## src/sv/yrp_pkg.sv

```systemverilog
// Shared widths, register indexes, constants and sequencer states of the yaw rate PID.
package yrp_pkg;

  localparam int STICK_W   = 12;
  localparam int THR_W     = 12;
  localparam int GYRO_W    = 16;
  localparam int DRIVE_W   = 16;
  localparam int CMD_W     = 10;
  localparam int CFG_W     = 11;
  localparam int CFG_IDX_W = 3;
  localparam int CNT_W     = 5;

  typedef enum logic [CFG_IDX_W-1:0] {
    REG_STICK_CENTER = 3'd0,
    REG_YAW_DEADBAND = 3'd1,
    REG_YAW_RATE     = 3'd2,
    REG_P_GAIN       = 3'd3,
    REG_I_GAIN       = 3'd4,
    REG_D_GAIN       = 3'd5,
    REG_CLAMP_ENABLE = 3'd6
  } reg_index_t;

  localparam logic [10:0] STICK_CENTER_RST = 11'd1500;
  localparam logic [7:0]  P_GAIN_RST       = 8'd85;
  localparam logic [7:0]  I_GAIN_RST       = 8'd45;

  localparam logic [8:0]         STICK_LIMIT  = 9'd500;
  localparam logic [THR_W-1:0]   THROTTLE_LOW = 12'd1300;
  localparam logic signed [18:0] I_LIMIT      = 19'sd16000;
  localparam logic [15:0]        GYRO_LIMIT   = 16'd640;
  localparam logic [8:0]         RATE_DIV     = 9'd500;
  localparam logic [8:0]         PCT_DIV      = 9'd100;
  localparam logic [7:0]         PCT_FULL     = 8'd100;
  localparam logic [8:0]         I_DIV        = 9'd125;
  localparam logic [8:0]         P_DIV        = 9'd80;
  localparam logic signed [19:0] DRIVE_MAX    = 20'sd32767;
  localparam logic signed [19:0] DRIVE_MIN    = -20'sd32768;
  localparam logic signed [15:0] DRIVE_CLAMP  = 16'sd200;
  localparam logic [CNT_W-1:0]   MUL_STEPS    = 5'd8;

  typedef enum logic [4:0] {
    S_IDLE,
    S_PREP,
    S_MRATE,
    S_DRATE,
    S_MP,
    S_DP,
    S_MD,
    S_DD,
    S_DERR,
    S_INTEG,
    S_LDI,
    S_DINT,
    S_MI,
    S_MG,
    S_DG,
    S_MDS,
    S_SUM
  } state_t;

endpackage

```

## src/sv/yrp_if.sv

```systemverilog
// Request and result channel interfaces of the yaw rate PID.
interface yrp_sample_if;
  import yrp_pkg::*;
  logic                     valid;
  logic                     ready;
  logic [STICK_W-1:0]       yaw_stick;
  logic [THR_W-1:0]         throttle_raw;
  logic signed [GYRO_W-1:0] gyro_yaw;
  logic                     armed;
  modport source (output valid, yaw_stick, throttle_raw, gyro_yaw, armed, input ready);
  modport sink   (input valid, yaw_stick, throttle_raw, gyro_yaw, armed, output ready);
endinterface

interface yrp_result_if;
  import yrp_pkg::*;
  logic                      valid;
  logic                      ready;
  logic signed [DRIVE_W-1:0] yaw_drive;
  logic signed [CMD_W-1:0]   yaw_command;
  modport source (output valid, yaw_drive, yaw_command, input ready);
  modport sink   (input valid, yaw_drive, yaw_command, output ready);
endinterface

```

## src/sv/yaw_rate_pid_with_stick_gain.sv

```systemverilog
// Yaw rate PID with stick dependent gain: sequencer and bit-serial datapath.
//
// One request on the sample channel carries yaw stick, throttle, yaw gyro and
// the arm flag of one control cycle; one result (yaw_drive, yaw_command)
// leaves on the result channel for every request. Gains and stick shaping
// come from seven registers on the cfg_we / cfg_index / cfg_data write port;
// the user must write them only while no request is in flight (not enforced).
// All products and quotients run through one shift-add multiplier and one
// restoring divider (one quotient bit per cycle), used in turn by twelve
// operations. result.valid rises at the same edge as sample.ready, and a new
// request is taken only once the previous one has left the final sum.
// The result sits in an output register: a stalled receiver does not hold
// up the next request, which runs up to the final sum and waits there until
// the previous result is taken.
// rst (synchronous) restores register defaults, clears the integrator, the
// gyro history and the pending clear, and drops result.valid.
module yaw_rate_pid_with_stick_gain (
  input  logic                          clk,
  input  logic                          rst,
  input  logic                          cfg_we,
  input  logic [yrp_pkg::CFG_IDX_W-1:0] cfg_index,
  input  logic [yrp_pkg::CFG_W-1:0]     cfg_data,
  yrp_sample_if.sink                    sample,
  yrp_result_if.source                  result
);
  import yrp_pkg::*;

  function automatic logic [15:0] abs16(input logic [15:0] v);
    return v[15] ? (~v + 16'd1) : v;
  endfunction

  // configuration
  logic [10:0] stick_center;
  logic [6:0]  yaw_deadband;
  logic [6:0]  yaw_rate;
  logic [7:0]  p_gain;
  logic [7:0]  i_gain;
  logic [6:0]  d_gain;
  logic        clamp_enable;

  // control
  state_t            state, state_next;
  logic [CNT_W-1:0]  cnt, cnt_next;
  logic              res_valid, res_valid_next;

  // loop state
  logic signed [14:0] rate_integrator, rate_integrator_next;
  logic signed [15:0] previous_gyro, previous_gyro_next;
  logic signed [15:0] delta_back_one, delta_back_one_next;
  logic signed [15:0] delta_back_two, delta_back_two_next;
  logic               clear_pending, clear_pending_next;

  // serial engine
  logic [23:0] acc, acc_next;
  logic [23:0] mcand, mcand_next;
  logic [7:0]  mplier, mplier_next;
  logic [23:0] dq, dq_next;
  logic [8:0]  rem, rem_next;
  logic [8:0]  dvsr, dvsr_next;

  // per request operands and terms
  logic signed [12:0] dev, dev_next;
  logic signed [15:0] gyro, gyro_next;
  logic [15:0]        gyro_mag, gyro_mag_next;
  logic               gyro_big, gyro_big_next;
  logic signed [15:0] dsum, dsum_next;
  logic [8:0]         mag, mag_next;
  logic               cmd_neg, cmd_neg_next;
  logic signed [9:0]  cmd, cmd_next;
  logic [6:0]         factor, factor_next;
  logic [7:0]         dyn_p, dyn_p_next;
  logic [6:0]         dyn_d, dyn_d_next;
  logic signed [17:0] err, err_next;
  logic signed [10:0] iterm, iterm_next;
  logic signed [18:0] pterm, pterm_next;
  logic signed [18:0] dterm, dterm_next;
  logic signed [15:0] drive_q, drive_q_next;
  logic signed [9:0]  cmd_q, cmd_q_next;

  // combinational temporaries
  logic [10:0]        trial;
  logic               div_ge;
  logic signed [15:0] delta;
  logic               thr_low;
  logic [11:0]        abs_dev;
  logic [8:0]         lim;
  logic [8:0]         mag_t;
  logic [6:0]         factor_t;
  logic [15:0]        err_dividend;
  logic signed [17:0] qs;
  logic signed [18:0] sum_i;
  logic [14:0]        ri_mag;
  logic signed [16:0] ps;
  logic signed [18:0] qg;
  logic signed [23:0] dps;
  logic signed [19:0] total;
  logic signed [15:0] sat;

  assign sample.ready       = (state == S_IDLE);
  assign result.valid       = res_valid;
  assign result.yaw_drive   = drive_q;
  assign result.yaw_command = cmd_q;

  always_ff @(posedge clk) begin
    if (rst) begin
      stick_center <= STICK_CENTER_RST;
      yaw_deadband <= '0;
      yaw_rate     <= '0;
      p_gain       <= P_GAIN_RST;
      i_gain       <= I_GAIN_RST;
      d_gain       <= '0;
      clamp_enable <= 1'b0;
    end else if (cfg_we) begin
      case (cfg_index)
        REG_STICK_CENTER: stick_center <= cfg_data[10:0];
        REG_YAW_DEADBAND: yaw_deadband <= cfg_data[6:0];
        REG_YAW_RATE:     yaw_rate     <= cfg_data[6:0];
        REG_P_GAIN:       p_gain       <= cfg_data[7:0];
        REG_I_GAIN:       i_gain       <= cfg_data[7:0];
        REG_D_GAIN:       d_gain       <= cfg_data[6:0];
        REG_CLAMP_ENABLE: clamp_enable <= cfg_data[0];
        default: ;
      endcase
    end
  end

  always_ff @(posedge clk) begin
    if (rst) begin
      state           <= S_IDLE;
      cnt             <= '0;
      res_valid       <= 1'b0;
      rate_integrator <= '0;
      previous_gyro   <= '0;
      delta_back_one  <= '0;
      delta_back_two  <= '0;
      clear_pending   <= 1'b0;
    end else begin
      state           <= state_next;
      cnt             <= cnt_next;
      res_valid       <= res_valid_next;
      rate_integrator <= rate_integrator_next;
      previous_gyro   <= previous_gyro_next;
      delta_back_one  <= delta_back_one_next;
      delta_back_two  <= delta_back_two_next;
      clear_pending   <= clear_pending_next;
    end
  end

  always_ff @(posedge clk) begin
    acc      <= acc_next;
    mcand    <= mcand_next;
    mplier   <= mplier_next;
    dq       <= dq_next;
    rem      <= rem_next;
    dvsr     <= dvsr_next;
    dev      <= dev_next;
    gyro     <= gyro_next;
    gyro_mag <= gyro_mag_next;
    gyro_big <= gyro_big_next;
    dsum     <= dsum_next;
    mag      <= mag_next;
    cmd_neg  <= cmd_neg_next;
    cmd      <= cmd_next;
    factor   <= factor_next;
    dyn_p    <= dyn_p_next;
    dyn_d    <= dyn_d_next;
    err      <= err_next;
    iterm    <= iterm_next;
    pterm    <= pterm_next;
    dterm    <= dterm_next;
    drive_q  <= drive_q_next;
    cmd_q    <= cmd_q_next;
  end

  always_comb begin
    state_next           = state;
    cnt_next             = cnt;
    res_valid_next       = res_valid && !result.ready;
    rate_integrator_next = rate_integrator;
    previous_gyro_next   = previous_gyro;
    delta_back_one_next  = delta_back_one;
    delta_back_two_next  = delta_back_two;
    clear_pending_next   = clear_pending;
    acc_next      = acc;
    mcand_next    = mcand;
    mplier_next   = mplier;
    dq_next       = dq;
    rem_next      = rem;
    dvsr_next     = dvsr;
    dev_next      = dev;
    gyro_next     = gyro;
    gyro_mag_next = gyro_mag;
    gyro_big_next = gyro_big;
    dsum_next     = dsum;
    mag_next      = mag;
    cmd_neg_next  = cmd_neg;
    cmd_next      = cmd;
    factor_next   = factor;
    dyn_p_next    = dyn_p;
    dyn_d_next    = dyn_d;
    err_next      = err;
    iterm_next    = iterm;
    pterm_next    = pterm;
    dterm_next    = dterm;
    drive_q_next  = drive_q;
    cmd_q_next    = cmd_q;

    trial        = {1'b0, rem, dq[23]} - {2'b00, dvsr};
    div_ge       = !trial[10];
    delta        = sample.gyro_yaw - previous_gyro;
    thr_low      = sample.throttle_raw < THROTTLE_LOW;
    abs_dev      = dev[12] ? 12'(-dev) : 12'(dev);
    lim          = (abs_dev > {3'b000, STICK_LIMIT}) ? STICK_LIMIT : abs_dev[8:0];
    mag_t        = (lim > {2'b00, yaw_deadband}) ? (lim - {2'b00, yaw_deadband}) : 9'd0;
    factor_t     = (dq[7:0] >= PCT_FULL) ? 7'd0 : 7'(PCT_FULL - dq[7:0]);
    err_dividend = {1'b0, mag, 6'd0} + {3'b000, mag, 4'd0};
    qs           = $signed({2'b00, dq[15:0]});
    sum_i        = {{4{rate_integrator[14]}}, rate_integrator} + {err[17], err};
    ri_mag       = rate_integrator[14] ? 15'(-rate_integrator) : 15'(rate_integrator);
    ps           = rate_integrator[14] ? -$signed({2'b00, acc[14:0]})
                                       : $signed({2'b00, acc[14:0]});
    qg           = gyro[15] ? -$signed({2'b00, dq[16:0]}) : $signed({2'b00, dq[16:0]});
    dps          = dsum[15] ? -$signed({1'b0, acc[22:0]}) : $signed({1'b0, acc[22:0]});
    total        = {pterm[18], pterm} + {{9{iterm[10]}}, iterm} - {dterm[18], dterm};
    if (total > DRIVE_MAX) begin
      sat = DRIVE_MAX[15:0];
    end else if (total < DRIVE_MIN) begin
      sat = DRIVE_MIN[15:0];
    end else begin
      sat = total[15:0];
    end
    if (clamp_enable && (sat > DRIVE_CLAMP)) begin
      sat = DRIVE_CLAMP;
    end else if (clamp_enable && (sat < -DRIVE_CLAMP)) begin
      sat = -DRIVE_CLAMP;
    end

    // one multiplier bit and one quotient bit per cycle
    if (cnt != '0) begin
      acc_next    = acc + (mplier[0] ? mcand : 24'd0);
      mcand_next  = {mcand[22:0], 1'b0};
      mplier_next = {1'b0, mplier[7:1]};
      rem_next    = div_ge ? trial[8:0] : {rem[7:0], dq[23]};
      dq_next     = {dq[22:0], div_ge};
      cnt_next    = cnt - 5'd1;
    end

    case (state)
      S_IDLE: begin
        if (sample.valid) begin
          dev_next            = $signed({1'b0, sample.yaw_stick}) -
                                $signed({2'b00, stick_center});
          gyro_next           = sample.gyro_yaw;
          gyro_mag_next       = abs16(sample.gyro_yaw);
          dsum_next           = delta_back_one + delta_back_two + delta;
          previous_gyro_next  = sample.gyro_yaw;
          delta_back_two_next = delta_back_one;
          delta_back_one_next = delta;
          if (!sample.armed || (clear_pending && thr_low)) begin
            rate_integrator_next = '0;
          end
          clear_pending_next = (!sample.armed || clear_pending) && thr_low;
          state_next         = S_PREP;
        end
      end
      S_PREP: begin
        mag_next      = mag_t;
        cmd_neg_next  = dev[12];
        cmd_next      = dev[12] ? -$signed({1'b0, mag_t}) : $signed({1'b0, mag_t});
        gyro_big_next = gyro_mag > GYRO_LIMIT;
        acc_next      = '0;
        mcand_next    = {15'd0, mag_t};
        mplier_next   = {1'b0, yaw_rate};
        cnt_next      = MUL_STEPS;
        state_next    = S_MRATE;
      end
      S_MRATE: begin
        if (cnt == '0) begin
          rem_next   = '0;
          dvsr_next  = RATE_DIV;
          dq_next    = {acc[15:0], 8'd0};
          cnt_next   = 5'd16;
          state_next = S_DRATE;
        end
      end
      S_DRATE: begin
        if (cnt == '0) begin
          factor_next = factor_t;
          acc_next    = '0;
          mcand_next  = {16'd0, p_gain};
          mplier_next = {1'b0, factor_t};
          cnt_next    = MUL_STEPS;
          state_next  = S_MP;
        end
      end
      S_MP: begin
        if (cnt == '0) begin
          rem_next   = '0;
          dvsr_next  = PCT_DIV;
          dq_next    = {acc[14:0], 9'd0};
          cnt_next   = 5'd15;
          state_next = S_DP;
        end
      end
      S_DP: begin
        if (cnt == '0) begin
          dyn_p_next  = dq[7:0];
          acc_next    = '0;
          mcand_next  = {17'd0, d_gain};
          mplier_next = {1'b0, factor};
          cnt_next    = MUL_STEPS;
          state_next  = S_MD;
        end
      end
      S_MD: begin
        if (cnt == '0) begin
          rem_next   = '0;
          dvsr_next  = PCT_DIV;
          dq_next    = {acc[13:0], 10'd0};
          cnt_next   = 5'd14;
          state_next = S_DD;
        end
      end
      S_DD: begin
        if (cnt == '0) begin
          dyn_d_next = dq[6:0];
          rem_next   = '0;
          dvsr_next  = (p_gain == 8'd0) ? 9'd1 : {1'b0, p_gain};
          dq_next    = {err_dividend, 8'd0};
          cnt_next   = 5'd16;
          state_next = S_DERR;
        end
      end
      S_DERR: begin
        if (cnt == '0) begin
          err_next   = (cmd_neg ? -qs : qs) - $signed({{2{gyro[15]}}, gyro});
          state_next = S_INTEG;
        end
      end
      S_INTEG: begin
        if (gyro_big) begin
          rate_integrator_next = '0;
        end else if (sum_i > I_LIMIT) begin
          rate_integrator_next = I_LIMIT[14:0];
        end else if (sum_i < -I_LIMIT) begin
          rate_integrator_next = 15'(-I_LIMIT);
        end else begin
          rate_integrator_next = sum_i[14:0];
        end
        state_next = S_LDI;
      end
      S_LDI: begin
        rem_next   = '0;
        dvsr_next  = I_DIV;
        dq_next    = {ri_mag[13:0], 10'd0};
        cnt_next   = 5'd14;
        state_next = S_DINT;
      end
      S_DINT: begin
        if (cnt == '0) begin
          acc_next    = '0;
          mcand_next  = {16'd0, dq[7:0]};
          mplier_next = i_gain;
          cnt_next    = MUL_STEPS;
          state_next  = S_MI;
        end
      end
      S_MI: begin
        if (cnt == '0) begin
          iterm_next  = ps[16:6];
          acc_next    = '0;
          mcand_next  = {8'd0, gyro_mag};
          mplier_next = dyn_p;
          cnt_next    = MUL_STEPS;
          state_next  = S_MG;
        end
      end
      S_MG: begin
        if (cnt == '0) begin
          rem_next   = '0;
          dvsr_next  = P_DIV;
          dq_next    = {acc[22:0], 1'b0};
          cnt_next   = 5'd23;
          state_next = S_DG;
        end
      end
      S_DG: begin
        if (cnt == '0) begin
          pterm_next  = $signed({{8{cmd[9]}}, cmd, 1'b0}) - qg;
          acc_next    = '0;
          mcand_next  = {8'd0, abs16(dsum)};
          mplier_next = {1'b0, dyn_d};
          cnt_next    = MUL_STEPS;
          state_next  = S_MDS;
        end
      end
      S_MDS: begin
        if (cnt == '0) begin
          dterm_next = dps[23:5];
          state_next = S_SUM;
        end
      end
      S_SUM: begin
        if (!res_valid || result.ready) begin
          drive_q_next   = sat;
          cmd_q_next     = cmd;
          res_valid_next = 1'b1;
          state_next     = S_IDLE;
        end
      end
      default: begin
        state_next = S_IDLE;
      end
    endcase
  end

  a_int_bound: assert property (@(posedge clk) disable iff (rst)
    (rate_integrator <= I_LIMIT) && (rate_integrator >= -I_LIMIT))
    else $error("integrator out of range");

  a_clamp: assert property (@(posedge clk) disable iff (rst)
    (result.valid && clamp_enable) |->
      ((result.yaw_drive <= DRIVE_CLAMP) && (result.yaw_drive >= -DRIVE_CLAMP)))
    else $error("clamped drive out of range");

  a_accept: assert property (@(posedge clk) disable iff (rst)
    (sample.valid && sample.ready) |=> (state == S_PREP))
    else $error("request accepted without starting");

  a_idle_cnt: assert property (@(posedge clk) disable iff (rst)
    (state == S_IDLE) |-> (cnt == '0))
    else $error("serial engine busy while idle");

  a_result_src: assert property (@(posedge clk) disable iff (rst)
    $rose(result.valid) |-> ($past(state) == S_SUM))
    else $error("result raised outside final sum");

endmodule

```

## src/flat_wrapper.sv

```systemverilog
// flat-port wrapper written by rule: the top's interface ports become plain ports
module yaw_rate_pid_with_stick_gain_flat import yrp_pkg::*;
  (clk, rst, cfg_we, cfg_index, cfg_data, sample_valid, sample_yaw_stick, sample_throttle_raw, sample_gyro_yaw, sample_armed, sample_ready, result_valid, result_yaw_drive, result_yaw_command, result_ready);
  yrp_sample_if sample_i ();
  yrp_result_if result_i ();
  input  logic clk;
  input  logic rst;
  input  logic cfg_we;
  input  logic [yrp_pkg::CFG_IDX_W-1:0] cfg_index;
  input  logic [yrp_pkg::CFG_W-1:0] cfg_data;
  input wire logic [$bits(sample_i.valid)-1:0] sample_valid;
  input wire logic [$bits(sample_i.yaw_stick)-1:0] sample_yaw_stick;
  input wire logic [$bits(sample_i.throttle_raw)-1:0] sample_throttle_raw;
  input wire logic [$bits(sample_i.gyro_yaw)-1:0] sample_gyro_yaw;
  input wire logic [$bits(sample_i.armed)-1:0] sample_armed;
  output wire logic [$bits(sample_i.ready)-1:0] sample_ready;
  output wire logic [$bits(result_i.valid)-1:0] result_valid;
  output wire logic [$bits(result_i.yaw_drive)-1:0] result_yaw_drive;
  output wire logic [$bits(result_i.yaw_command)-1:0] result_yaw_command;
  input wire logic [$bits(result_i.ready)-1:0] result_ready;
  assign sample_i.valid = sample_valid;
  assign sample_i.yaw_stick = sample_yaw_stick;
  assign sample_i.throttle_raw = sample_throttle_raw;
  assign sample_i.gyro_yaw = sample_gyro_yaw;
  assign sample_i.armed = sample_armed;
  assign sample_ready = sample_i.ready;
  assign result_valid = result_i.valid;
  assign result_yaw_drive = result_i.yaw_drive;
  assign result_yaw_command = result_i.yaw_command;
  assign result_i.ready = result_ready;
  yaw_rate_pid_with_stick_gain u_core (.clk(clk), .rst(rst), .cfg_we(cfg_we), .cfg_index(cfg_index), .cfg_data(cfg_data), .sample(sample_i), .result(result_i));
endmodule
```

## config.mk

```make
export PLATFORM = sky130hd
export DESIGN_NAME = yaw_rate_pid_with_stick_gain_flat
export DESIGN_NICKNAME = d
export VERILOG_FILES = /design/src/sv/yrp_pkg.sv /design/src/sv/yrp_if.sv /design/src/sv/yaw_rate_pid_with_stick_gain.sv /design/src/flat_wrapper.sv
export SDC_FILE = /design/constraint.sdc
export NUM_CORES = 1
export LEC_CHECK = 0
export ABC_AREA = 1
export BUFFER_PORTS_ARGS = -buffer_cell sky130_fd_sc_hd__buf_2
export CAP_MARGIN = 30
export CORE_AREA = 2 2 266 268
export DETAILED_ROUTE_END_ITERATION = 6
export DIE_AREA = 0 0 268 270
export HOLD_SLACK_MARGIN = 0.05
export PLACE_DENSITY = 0.61
export SYNTH_ARGS = -nofsm -noshare
export SYNTH_HDL_FRONTEND = slang
export SYNTH_SLANG_ARGS = --single-unit
```

## constraint.sdc

```tcl
create_clock -name clk -period 4.8 [get_ports clk]
set_input_delay 0.24 -clock clk [delete_from_list [all_inputs] [get_ports clk]]
set_output_delay 0.24 -clock clk [all_outputs]
set_load 0.02 [all_outputs]
```

==> flow_metrics.env <==
export IMPL_status="finished, final reports clean"
export IMPL_path_clk_slew_ns=0.06
export IMPL_startpoint_type="input pin"
export IMPL_portBuffers=85
export IMPL_grt_setup_unrepaired="false"
export IMPL_antenna_found_initial=0
export IMPL_htreeDepth=2
export IMPL_synth_edf_count=204
export IMPL_core_area_um2=69500
export IMPL_vias=24093
export IMPL_grt_max_degree=67
export IMPL_cts_made_buffers=50
export IMPL_power_w=0.0202
export IMPL_grt_overflow_total=0
export IMPL_slew_headroom_pct=22.7
export IMPL_tightest_slew_ns=1.15
export IMPL_crit_path_top_delay_cell="dlygate4sd3_1"
export IMPL_hold_path_class="input pin to register"
export IMPL_synth_nets=3828
export IMPL_dr_first_iter_drc_count=1772
export IMPL_final_cell_count_no_fill=4652
export IMPL_num_rows=97
export IMPL_arrival_ns=4.74
export IMPL_cts_tree="yes"
export IMPL_maxCapViolations=0
export IMPL_p_switching_w=0.00905
export IMPL_power_density_nw_per_um2=645
export IMPL_power_share_clock_pct=21.1
export IMPL_reg2reg_to="u_core.dsum[15]$_DFFE_PP_"
export IMPL_syn_inst=3557
export IMPL_drv_slew=0
export IMPL_yosysSeqAreaShare_pct=37.6
export IMPL_drive_above_1_share_pct=8.24
export IMPL_cp_end_kind="register"
export IMPL_startpoint="sample_gyro_yaw[0]"
export IMPL_firstDrtPassIters=5
export IMPL_min_period_over_period_pct=90.9
export IMPL_tns_ns=0
export IMPL_yosysWarnings=0
export IMPL_avgSynthCellArea_um2=7.74
export IMPL_finalSetupViolCount=0
export IMPL_die_h_um=270
export IMPL_swShare_pct=44.8
export IMPL_diodes=0
export IMPL_clk_latency_ns=0.65
export IMPL_drc=0
export IMPL_intPower_w=0.0112
export IMPL_routabilityCongestion=0.965
export IMPL_leakagePower_nw=14.3
export IMPL_r2r_start="u_core.previous_gyro[2]$_SDFFE_PP0P_"
export IMPL_grt_pass1_vias=22766
export IMPL_root_buffer="clkbuf_16"
export IMPL_dp_hpwl_um=63600
export IMPL_finalClockSkew_ns=0.0558
export IMPL_io_pin_count=88
export IMPL_clock_sinks=415
export IMPL_ys_ff_latch=415
export IMPL_clockBufferDepth=3
export IMPL_ff2ff_path_depth=22
export IMPL_dieArea_um2=72400
export IMPL_nets=3941
export IMPL_viasPerCell=5.18
export IMPL_grt_pass1_wl_um=129000
export IMPL_drt_wirelength_per_cell_um=17.9
export IMPL_area_growth_pct=14.0
export IMPL_p_comb_share_pct=50.0
export IMPL_postRouteAntennaNets=0
export IMPL_wl_um=83200
export IMPL_fmax_ghz=0.229
export IMPL_path_cells="dlygate4sd3_1 > buf_2 > inv_1 > ha_1 > inv_1 > fa_1 > nand3_1 > nand2_1 > xor2_1 > fa_1 > inv_1 > ha_1 > nand2_1 > o21ai_0 > a21boi_1 > o21ai_0 > a21boi_1 > o21ai_0 > a21oi_1 > nor2_1 > nor2_1 > xor2_1 > xor2_1"
export IMPL_ys_types=65
export IMPL_hold_viol=0
export IMPL_dp_cells=4522
export IMPL_synthFlopType="dfxtp_1"
export IMPL_critical_path_class="input pin to register"
export IMPL_die_width_um=268
export IMPL_cp_slowest_stage_delay_ns=0.54
export IMPL_power_frac_seq_pct=28.9
export IMPL_endpoint="u_core.dsum[15]$_DFFE_PP_"
export IMPL_syn_area_um2=27500
export IMPL_vdd_drop_max_uv=345
export IMPL_gr_usage_all_layers_pct=22.8
export IMPL_worstPathRequired_ns=5.18
export IMPL_fin_crit_ns=4.36
export IMPL_crit_fanout=4
export IMPL_start_util_pct=39.6
export IMPL_ys_async_sr_fraction_pct=0
export IMPL_r2r_setup_slack_ns=0.48
[cell type report]
cell class	instances	area [um2]
clock buffer	58	1410
clock inverter	36	472
fill	6997	38200
inverter	588	2210
multi-input combinational	2454	14600
sequential	415	10300
tap	940	1180
timing repair buffer	161	1110
[worst min path at each step]
stage / start / to / cells past startpoint
2_1_floorplan: sample_gyro_yaw[0] / u_core.gyro[0]$_DFFE_PP_ / 0
3_3_place_gp: u_core.previous_gyro[4]$_SDFFE_PP0P_ / u_core.previous_gyro[4]$_SDFFE_PP0P_ / 2
3_5_place_dp: u_core.previous_gyro[3]$_SDFFE_PP0P_ / u_core.previous_gyro[3]$_SDFFE_PP0P_ / 2
4_1_cts: sample_yaw_stick[0] / u_core.dev[0]$_DFFE_PP_ / 4
5_1_grt: sample_yaw_stick[0] / u_core.dev[0]$_DFFE_PP_ / 4
6_report: sample_yaw_stick[0] / u_core.dev[0]$_DFFE_PP_ / 4
[kinds of logic (layout without fill, tap and decap cells)]
logic type | after synthesis | count (layout) | synth area share, %
AO/OA/AOI/OAI | 811 | 811 | 17.0
adder cells (fa/ha/maj) | 211 | 211 | 10.8
AND/OR/NAND/NOR | 1239 | 1239 | 18.9
flip-flops | 415 | 415 | 37.6
XOR/XNOR | 193 | 193 | 6.14
buffers and inverters | 688 | 843 | 9.55
[what timing repair did]
| action | CTS | global route |
|---|---|---|
| endpoints found under the hold margin | 91 | 0 |
| gates resized for setup | 0 | 18 |
| buffers inserted | 0 | 1 |
| setup endpoints to repair | 0 | 11 |
| hold buffers | 35 | 0 |
[cell usage after synthesis, drive strengths merged, types with 4 or more instances]
cell     number  area [um2]
nand2       705        2690
inv         586        2200
nor2        305        1210
a21oi       299        1500
o21ai       293        1480
dfxtp       211        4220
edfxtp      204        6130
ha          167        2090
xor2        146        1280
nand3       112         576
clkbuf       78         293
nor3         47         255
xnor2        47         412
fa           44         881
o211ai       42         315
nand4        27         175
buf          22         129
o22ai        20         125
a31oi        18         113
a211oi       15         113
o21bai       14         105
or2          14        90.1
a221oi       13         114
o221ai       13         114
nor4         12        87.6
o2111ai      12         105
a21o          8        60.1
a32oi         8        70.1
a22oi         7        52.6
o31ai         7        52.6
a21boi        6        45.0
a22o          6        52.6
o21a          6        45.0
o311ai        6        52.6
a31o          5        43.8
nand3b        5        37.5
nor3b         5        37.5
and2          4        25.0
[registers in the layout, summed over array words and instances, names as in the netlist, 10 cells and up]
| name | flops |
|---|---|
| u_core.cmd | 10 |
| u_core.rate_integrator | 15 |
| u_core.delta_back_two | 16 |
| u_core.gyro | 16 |
| u_core.stick_center | 11 |
| u_core.dq | 24 |
| u_core.dev | 13 |
| u_core.dsum | 16 |
| u_core.result.yaw_drive | 16 |
| u_core.acc | 23 |
| u_core.gyro_mag | 15 |
| u_core.pterm | 19 |
| u_core.mcand | 23 |
| u_core.dterm | 19 |
| u_core.delta_back_one | 16 |
| u_core.result.yaw_command | 10 |
| u_core.previous_gyro | 16 |
| u_core.err | 18 |
| u_core.iterm | 11 |
[per-layer routing]
| layer | routed length (um) | track usage (%) | vias up |
|---|---|---|---|
| met5 | 0 | 0 | - |
| met4 | 3390 | 9.03 | 0 |
| met3 | 4240 | 2.79 | 165 |
| met2 | 38900 | 38.1 | 651 |
| met1 | 36600 | 29.7 | 11236 |
| li1 | - | - | 12041 |
[cells in the final DEF, fill, tap and decap left out, drive strengths merged, types with 47 or more instances in the layout]
cell type,netlist,final
edfxtp,204,204
clkbuf,78,58
a21oi,299,299
nand3,112,112
ha,167,167
inv,586,589
nor3,47,47
dfxtp,211,211
nor2,305,305
xor2,146,146
nand2,705,705
xnor2,47,47
o21ai,293,293
buf,22,126
[worst max-delay path: cells and delay by family]
family	cells	cell delay, ns
xor gates and xnor gates	3	0.47
AOI/OAI and AO/OA	6	1.37
and+or+nand+nor	5	0.40
adders and majority gates	4	1.37
buffers and inverters	5	0.88
[metrics by stage]
stage	hold WS [ns]	util [%]	instance area, um2	setup slack, ns
2_1_floorplan	0.339	-	27500	0.703
3_3_place_gp	0.444	41.7	29000	0.239
3_5_place_dp	0.453	41.8	29100	0.187
4_1_cts	0.0720	45.0	31300	0.163
5_1_grt	0.114	45.1	31400	0.0235
6_report	0.0841	45.1	31400	0.438
[power by group through the flow]
stage | clock, W | combinational [W] | sequential [W]
2_1_floorplan | 0 | 0.00734 | 0.00555
3_3_place_gp | 0 | 0.00980 | 0.00587
3_5_place_dp | 0 | 0.00992 | 0.00588
4_1_cts | 0.00434 | 0.00999 | 0.00581
5_1_grt | 0.00446 | 0.0113 | 0.00592
6_report | 0.00426 | 0.0101 | 0.00584
No activity file was read; power rests on OpenSTA's default activity.
